**src/rtl/sfm_pkg.sv**
```systemverilog
package sfm_pkg;

	localparam int MAX_PATTERN = 32;
	localparam longint MAX_TARGET = 65536;

	localparam int PAT_IDX_W = $clog2(MAX_PATTERN);
	localparam int LEN_W = PAT_IDX_W + 1;
	localparam int CNT_W = $clog2(MAX_TARGET) + 1;
	localparam int OFFSET_W = 16;
	localparam int BYTE_W = 8;

	localparam logic KIND_PATTERN = 1'b0;
	localparam logic KIND_TARGET = 1'b1;

	typedef logic [MAX_PATTERN-1:0][BYTE_W-1:0] byte_vec_t;
	typedef logic [LEN_W-1:0] len_t;

	typedef struct packed {
		logic kind;
		logic [BYTE_W-1:0] data_byte;
		logic last_byte;
	} in_item_t;

	typedef struct packed {
		logic found;
		logic [OFFSET_W-1:0] match_offset;
	} out_item_t;

endpackage

```
**src/rtl/sfm_window_cmp.sv**
```systemverilog
module sfm_window_cmp
	import sfm_pkg::*;
(
	input byte_vec_t window,
	input byte_vec_t pattern,
	input len_t eff_len,
	output logic match
);

	byte_vec_t rev;
	byte_vec_t aligned;
	logic [PAT_IDX_W-1:0] shamt;
	logic [LEN_W-1:0] shamt_full;
	logic [MAX_PATTERN-1:0] eq;

	// Reverse so oldest sits low, then drop the bytes older than the pattern span.
	always_comb begin
		for (int m = 0; m < MAX_PATTERN; m++) begin
			rev[m] = window[MAX_PATTERN-1-m];
		end
	end

	assign shamt_full = LEN_W'(MAX_PATTERN) - eff_len;
	assign shamt = shamt_full[PAT_IDX_W-1:0];
	assign aligned = byte_vec_t'(rev >> {shamt, 3'b000});

	always_comb begin
		for (int k = 0; k < MAX_PATTERN; k++) begin
			eq[k] = (aligned[k] == pattern[k]) || (LEN_W'(k) >= eff_len);
		end
	end

	assign match = &eq;

endmodule

```
**src/rtl/substring_first_match_unit.sv**
```systemverilog
// Channel | Signals                        | Payload
// --------+--------------------------------+----------------------------------
// in      | in_valid, in_ready, in_data    | kind, data_byte, last_byte
// out     | out_valid, out_ready, out_data | found, match_offset
// cfg     | cfg_we, cfg_wdata              | pattern_length (6 bits)
//
// One request per cycle sustained while results are taken. A request waits in
// the input stage until the result slot is free; then its result is registered.
// The limiting path is the window shift, aligning barrel shifter and 32 byte
// comparators feeding the result register.
// arst_n clears the window, byte count, match flag, fill index and valid bits;
// the pattern store holds no reset value.
// A stalled result blocks only the input stage; a new request still enters
// while the input stage is empty or draining.
module substring_first_match_unit
	import sfm_pkg::*;
(
	input logic clk,
	input logic arst_n,
	input logic in_valid,
	output logic in_ready,
	input in_item_t in_data,
	output logic out_valid,
	input logic out_ready,
	output out_item_t out_data,
	input logic cfg_we,
	input logic [LEN_W-1:0] cfg_wdata
);

	// Input stage
	logic s1_valid_q;
	in_item_t item_s1;
	logic s1_go;

	// Search state
	len_t pat_len_q;
	byte_vec_t pattern_q;
	logic [PAT_IDX_W-1:0] fill_q;
	byte_vec_t window_q;
	logic [CNT_W-1:0] seen_q;
	logic matched_q;

	// Result stage
	logic out_valid_q;
	out_item_t out_q;

	// Working signals
	len_t eff_len;
	logic is_target;
	logic active;
	byte_vec_t window_shift;
	logic [CNT_W-1:0] seen_inc;
	logic win_match;
	logic hit;
	logic miss_end;
	logic [CNT_W-1:0] offset_full;
	out_item_t res;

	// Advance the input stage only when the result slot is free.
	assign s1_go = s1_valid_q && (!out_valid_q || out_ready);
	assign in_ready = !s1_valid_q || s1_go;

	// Clamp the length register to 1..MAX_PATTERN.
	always_comb begin
		priority if (pat_len_q == '0) begin
			eff_len = len_t'(1);
		end else if (pat_len_q > len_t'(MAX_PATTERN)) begin
			eff_len = len_t'(MAX_PATTERN);
		end else begin
			eff_len = pat_len_q;
		end
	end

	assign is_target = (item_s1.kind == KIND_TARGET);
	// Compare only while no match yet and the byte count is below saturation.
	assign active = is_target && !matched_q && (seen_q < CNT_W'(MAX_TARGET));
	assign window_shift = {window_q[MAX_PATTERN-2:0], item_s1.data_byte};
	assign seen_inc = seen_q + CNT_W'(1);

	sfm_window_cmp u_cmp (
		.window(window_shift),
		.pattern(pattern_q),
		.eff_len(eff_len),
		.match(win_match)
	);

	assign hit = active && (seen_inc >= CNT_W'(eff_len)) && win_match;
	// Report not-found on the last byte unless a match was ever reported.
	assign miss_end = is_target && item_s1.last_byte && !matched_q && !hit;
	assign offset_full = seen_inc - CNT_W'(eff_len);

	always_comb begin
		res.found = hit;
		res.match_offset = hit ? offset_full[OFFSET_W-1:0] : '0;
	end

	always_ff @(posedge clk or negedge arst_n) begin
		if (!arst_n) begin
			s1_valid_q <= 1'b0;
		end else if (in_valid && in_ready) begin
			s1_valid_q <= 1'b1;
		end else if (s1_go) begin
			s1_valid_q <= 1'b0;
		end
	end

	always_ff @(posedge clk) begin
		if (in_valid && in_ready) begin
			item_s1 <= in_data;
		end
	end

	always_ff @(posedge clk or negedge arst_n) begin
		if (!arst_n) begin
			pat_len_q <= len_t'(1);
		end else if (cfg_we) begin
			pat_len_q <= cfg_wdata;
		end
	end

	// Pattern store: written one byte at a time, no reset.
	always_ff @(posedge clk) begin
		if (s1_go && !is_target) begin
			pattern_q[fill_q] <= item_s1.data_byte;
		end
	end

	always_ff @(posedge clk or negedge arst_n) begin
		if (!arst_n) begin
			fill_q <= '0;
			window_q <= '0;
			seen_q <= '0;
			matched_q <= 1'b0;
		end else if (s1_go) begin
			if (!is_target) begin
				fill_q <= fill_q + PAT_IDX_W'(1);
			end else if (item_s1.last_byte) begin
				// End of target: drop the search state.
				fill_q <= '0;
				window_q <= '0;
				seen_q <= '0;
				matched_q <= 1'b0;
			end else if (active) begin
				window_q <= window_shift;
				seen_q <= seen_inc;
				if (hit) begin
					matched_q <= 1'b1;
				end
			end
		end
	end

	always_ff @(posedge clk or negedge arst_n) begin
		if (!arst_n) begin
			out_valid_q <= 1'b0;
		end else if (s1_go) begin
			out_valid_q <= hit || miss_end;
		end else if (out_ready) begin
			out_valid_q <= 1'b0;
		end
	end

	always_ff @(posedge clk) begin
		if (s1_go) begin
			out_q <= res;
		end
	end

	assign out_valid = out_valid_q;
	assign out_data = out_q;

endmodule

```
**config.mk**
```make
export PLATFORM = sky130hd
export DESIGN_NAME = substring_first_match_unit
export DESIGN_NICKNAME = d
export VERILOG_FILES = /design/src/rtl/sfm_pkg.sv /design/src/rtl/sfm_window_cmp.sv /design/src/rtl/substring_first_match_unit.sv
export SDC_FILE = /design/constraint.sdc
export NUM_CORES = 2
export LEC_CHECK = 0
export ABC_AREA = 0
export BUFFER_PORTS_ARGS = -buffer_cell sky130_fd_sc_hd__clkbuf_2
export CORE_MARGIN = 4
export CORE_UTILIZATION = 65
export CTS_CLUSTER_DIAMETER = 100
export DETAILED_ROUTE_END_ITERATION = 16
export PLACE_DENSITY = 0.82
export SLEW_MARGIN = 15
export SYNTH_ARGS = -nofsm -noshare
export SYNTH_HDL_FRONTEND = slang
export SYNTH_HIERARCHICAL = 1
export SYNTH_SLANG_ARGS = --single-unit
```
**constraint.sdc**
```tcl
create_clock -name clk -period 13.3 [get_ports clk]
set_input_delay 1.995 -clock clk [delete_from_list [all_inputs] [get_ports clk]]
set_output_delay 1.995 -clock clk [all_outputs]
set_load 0.02 [all_outputs]
```
Word-level counts from Yosys, hierarchy flattened
Cells that the tools add are included.
{ "classes": {"n_reduce_logical": 60, "mux": 18, "n_shift": 1, "eq_ne": 33, "n_addsub": 4, "n_lt_le_gt_ge": 37} }
{ "ops": {"columns": ["operator", "n"], "rows": [
  ["two-way mux 248 bit", 2],
  ["bitwise mux 256 bit", 1],
  ["== test 8 bit", 32],
  [">> shifter 256 x 8 -> 256 bit", 1],
  [">= comparator 5 x 6 -> 1 bit, first input constant", 16],
  [">= comparator 4 x 6 -> 1 bit, first input constant", 8],
  ["demux 8 bit (select 5 bit)", 1],
  ["logical OR 1 bit", 35],
  ["two-way mux 17 bit", 2],
  ["AND reduction 32 bit", 1],
  [">= comparator 3 x 6 -> 1 bit, first input constant", 4],
  ["adder 17 x 1 -> 17 bit, second input constant", 1],
  [">= comparator 17 x 6 -> 1 bit", 1],
  ["< comparator 17 bit, second input constant", 1],
  ["subtractor 16 x 6 -> 16 bit", 1],
  [">= comparator 1 x 6 -> 1 bit, first input constant", 2],
  [">= comparator 2 x 6 -> 1 bit, first input constant", 2],
  ["two-way mux 6 bit", 2],
  ["logical AND 1 bit", 11],
  ["two-way mux 5 bit", 2],
  ["two-way mux 8 bit", 1],
  ["nonzero test 2 bit", 4],
  ["two-way mux 1 bit", 7],
  ["> comparator 6 bit, second input constant", 1],
  ["other kinds (10)", 14]
]} }
{ "totals": {"register_bits": 562, "word_cells": 227, "output_inout_bits": 19, "inputBits": 21} }

Logic depth before layout (Yosys ltp)
{ "logic_depth": {"ltp_word": 13, "mapped_depth": 34, "ltp_nobuf": 20} }

By module
Netlist, hierarchy kept.
{ "by_module_without_submodules": {"columns": ["module", "cells_per_inst", "area_each_um2", "seq_area_each_um2", "n_inst"], "rows": [
  ["sfm_window_cmp", 2451, 20043.0, 0.0, 1],
  ["substring_first_match_unit", 1189, 19804.0, 15481.1, 1]
]} }

Worst setup path before layout
OpenSTA, ideal clock, no wires.
{ "synth_timing": {"path_type": "flip-flop to flip-flop", "startpoint": "reg pat_len_q[1]", "endpoint": "reg out_q, in the netlist out_data[10] (data pin)", "period_less_slack_ps": 6611, "arrival_ps": 6465, "n_path_buf": 13, "slack_ps": 6689, "path_stages_with_launch": 31, "t_required_ps": 13154, "setup_time_ps": 146, "cell_sequence": "dfrtp_1 -> nor4_1 -> nor2_1 -> nor2_1 -> buf_6 -> inv_2 -> buf_4 -> buf_2 -> clkbuf_1 -> buf_1 -> clkbuf_1 -> ha_1 -> buf_6 -> buf_6 -> buf_6 -> buf_8 -> buf_6 -> buf_2 -> o31ai_1 -> mux2_2 -> o31ai_1 -> o211ai_1 -> o31a_1 -> a2111o_1 -> a2111o_1 -> a2111o_1 -> nor4_2 -> and2_1 -> o31ai_4 -> buf_6 -> a21oi_1"} }
{ "synth_via": {"elab_chain_cells": 9, "elab_cells_between_ends": 107, "cone_classes": "2 x add/sub; 34 x order compare; 32 x eq/ne; 1 x shift; 2 x mux; 36 x reduce/logical"} }
{ "synth_rtl": {"columns": ["element", "line_no", "rtl"], "rows": [
  ["from (decl)", "substring_first_match_unit.sv:36", "len_t pat_len_q;"],
  ["from (signal assigned)", "substring_first_match_unit.sv:115", "pat_len_q <= len_t'(1);"],
  ["from (signal assigned)", "substring_first_match_unit.sv:117", "pat_len_q <= cfg_wdata;"],
  ["> comparator 6 bit", "substring_first_match_unit.sv:67", "end else if (pat_len_q > len_t'(MAX_PATTERN)) begin"],
  ["two-way mux 6 bit", "substring_first_match_unit.sv:67", null],
  ["two-way mux 6 bit (*)", "substring_first_match_unit.sv:65", "priority if (pat_len_q == '0) begin"],
  ["via eff_len[0]", "substring_first_match_unit.sv:48", "len_t eff_len;"],
  ["subtractor 1 x 5 -> 5 bit", "sfm_window_cmp.sv:23", "assign shamt_full = LEN_W'(MAX_PATTERN) - eff_len;"],
  [">> shifter 256 x 8 -> 256 bit", "sfm_window_cmp.sv:25", "assign aligned = byte_vec_t'(rev >> {shamt, 3'b000});"],
  ["== test 8 bit", "sfm_window_cmp.sv:29", "eq[k] = (aligned[k] == pattern[k]) || (LEN_W'(k) >= eff_len);"],
  ["logical OR 1 bit", "sfm_window_cmp.sv:29", null],
  ["AND reduction 32 bit (*)", "sfm_window_cmp.sv:33", "assign match = &eq;"],
  ["via win_match", "substring_first_match_unit.sv:53", "logic win_match;"],
  ["logical AND 1 bit (*)", "substring_first_match_unit.sv:87", "assign hit = active && (seen_inc >= CNT_W'(eff_len)) && win_match;"],
  ["to (signal assigned)", "substring_first_match_unit.sv:165", "out_q <= res;"],
  ["to (decl)", "substring_first_match_unit.sv:45", "out_item_t out_q;"]
]} }
Mark *: on every way through the listed nets, which the timed path passes. The rest lies on a longest branch.
A chain may end at the register's enable or synchronous reset.

Final worst setup path
{ "layout_timing": {"startpoint": "reg pat_len_q[5]", "endpoint": "reg out_q, in the netlist out_data[8] (data pin)"} }
Same word-level chain as after synthesis.

==> qor.txt <==
Nets - 3546
Post-CTS Setup Bufs - 0
CP Max Fanout - 107
mean post-synth cell area - 10.9 sq um
Worst setup SP type - flip-flop
layout cells sized above 1 - 15.2%
Worst Path Required - 13790 ps
1st-iter DRT viols - 5980
Die H - 256 microns
CTS tree - yes
synth unique cells - 110
Clock Path Buffers - 3
Leak Pwr - 0.0158 uW
Yosys warnings - 6
setup TNS - 0 ps
initial antenna violation count - 7
outcome - complete, no violations
Area growth, synth to finish - 5.89%
gr usage total - 46.0%
Worst slew margin - 6.27%
worst r2r path cells - 21
ranking of synthesized cells by area - edfxtp_1 (21%), dfrtp_1 (17%), mux4_2 (10%)
final WL - 155000 microns
Slew Limit Fails - 0
FF-to-FF setup slack - 3390 ps
# port buffers - 39
clk slew on worst S/H paths - 60 ps
Arr. time, crit path - 10400 ps
core area - 60500 sq um
Setup crit end - out_data[8]
Main synth FF type - edfxtp_1
Synth area leader - edfxtp_1
Post-synth EDFFs - 283
PostCTS Resize Cnt - 0
Post-Route Skew - 23.5 ps
CP Launch Point - pat_len_q[5]
Root Buffer - clkbuf_16
Die X - 256 microns
worst-skew pair later-pin latency - 660 ps
clock sink count - 562
FP Rows - 90
die area - 65300 sq um
vias in the first global route - 32600
vias per inst - 8.08
total CTS buffers - 60
fin crit period - 9910 ps
synthesized flop and latch total - 562
WL per Instance - 35.8 microns
Final Cycle Share - 74.5%
setup violators final - 0
GRT overflow - 0
post-synthesis sequential area ratio - 38.9%
Final Hold Violating Endpoints - 0
Achievable Freq - 101 MHz
largest net degree at the start of global routing - 132
first-pass GRT wire length - 225000 microns
Routability Congestion - 1.14
worst slew pin tran - 1400 ps
# Max-Cap Violations - 0
Remaining DRCs - 0
Final ANT Viol Nets - 0
syn_nets - 3676
H-tree depth - 2
Synth top area share - 21.3%
hold buffer count at cts - 0
Critical Setup Path Class - reg -> reg
worst reg2reg endpoint - out_data[8]
drt first pass iters - 9
FF-to-FF Start - pat_len_q[5]
PD cells - 136 nW/um^2
Initial Util - 65.9%
CP Capture Type - flip-flop
Worst Hold Class - reg -> reg
worst vdd ir - 0.123 mV
RSZ-0062 raised after global routing - false
synthesized area - 39800 sq um
Final Power - 5750 uW
dpl hpwl - 109000 microns
# IOs - 40
async set or reset register ratio after synthesis - 49.6%
Vias - 35100
Synth Instances - 3640
[where the power goes]
part / internal, uW / total (uW) / leakage (uW) / switching [uW]
clock: 1090 / 1840 / 0.00110 / 750
combinational: 602 / 1990 / 0.00823 / 1390
sequential: 1870 / 1930 / 0.00644 / 53.5
[worst max-delay path, cell delays in order (launching register included)]
cell      delay (ps)
dfrtp_1          630
inv_1            280
nand2_1          170
inv_1            690
inv_1            180
ha_4            1020
buf_12           550
inv_1            170
buf_4            330
nor2_1           800
a22oi_1          190
a31oi_1          700
a21oi_1          170
nor4_2           440
nand4_1          260
or4_1            530
or4_1            540
a2111o_1         420
nor4_2           710
and2_1           300
o31ai_4          190
nor3_1           240
[flip-flops by register name, summed over array words and instances (netlist names)]
signal      flops
seen_q         17
fill_q          5
out_data       17
pattern_q     256
s1_valid_q      1
out_valid       1
matched_q       1
item_s1         9
window_q      248
is_target       1
pat_len_q       6
[kinds of logic after synthesis]
kind of cell | synth area share, %
xor gates and xnor gates | 4.51
muxes | 21.6
AOI/OAI and AO/OA | 17.9
adders and majority gates | 0.490
DFF | 38.9
buffers and inverters | 4.88
and+or+nand+nor | 11.8
[per-layer routing]
| layer | up-vias | wire, microns | track usage (%) |
|---|---|---|---|
| met2 | 3066 | 63300 | 64.5 |
| met1 | 17200 | 53900 | 60.2 |
| li1 | 14100 | - | - |
| met5 | - | 0 | 0 |
| met3 | 765 | 23800 | 16.5 |
| met4 | 0 | 14400 | 30.8 |
[final cells by class]
class / count / area, sq um
Antenna cell: 4 / 10.0
Clock buffer: 93 / 2020
Clock inverter: 21 / 176
Fill cell: 4342 / 18300
Inverter: 47 / 181
Multi-Input combinational cell: 2724 / 22500
Sequential cell: 562 / 15500
Tap cell: 782 / 978
Timing Repair Buffer: 115 / 848
[how the worst min path moves through the flow]
| stage | start | endpoint | cells after the start |
|---|---|---|---|
| 3_5_place_dp | window_q[241] | window_q[241] | 1 |
| 6_report | window_q[245] | window_q[245] | 1 |
| 5_1_grt | window_q[244] | window_q[244] | 1 |
| 3_3_place_gp | window_q[242] | window_q[242] | 1 |
| 4_1_cts | window_q[243] | window_q[243] | 1 |
| 2_1_floorplan | window_q[240] | window_q[240] | 1 |
[through the flow]
step	instance area (sq um)	cells	setup WS [ps]	hold WS [ps]	utilization (%)
6_report	42200	4348	3390	514	69.8
5_1_grt	42200	4344	3410	534	69.8
3_5_place_dp	40000	4230	3950	495	66.1
2_1_floorplan	39800	3640	6690	468	-
4_1_cts	42200	4344	3930	512	69.7
3_3_place_gp	40000	4229	4130	484	66.1
[placed cells by master (no fill, tap or decap), types with 41 or more instances in the layout]
cell	Yosys	final
mux4_2	181	181
nor2_1	178	170
o21ai_0	127	125
dfrtp_1	278	278
mux2_2	76	76
mux2i_1	334	333
nand2_1	286	286
edfxtp_1	283	283
xor2_1	86	86
a31oi_1	62	62
a22o_1	262	262
clkbuf_16	0	72
nand4_1	41	41
nor3_1	80	78
a21oi_1	123	123
inv_1	46	46
buf_4	43	69
nand3_1	107	107
xnor2_1	113	113
[cells in the mapped netlist (29+ instances only)]
library cell  number
a21oi_1          123
a22o_1           262
a22oi_1           36
a31oi_1           62
buf_2             91
buf_4             43
buf_6             41
clkbuf_1         105
dfrtp_1          278
edfxtp_1         283
inv_1             46
mux2_2            76
mux2i_1          334
mux4_2           181
nand2_1          286
nand3_1          107
nand4_1           41
nor2_1           178
nor3_1            80
o21ai_0          127
o22ai_1           33
o32ai_1           33
or3_1             29
xnor2_1          113
xor2_1            86
Note: power is estimated with default switching activity, not from simulation.
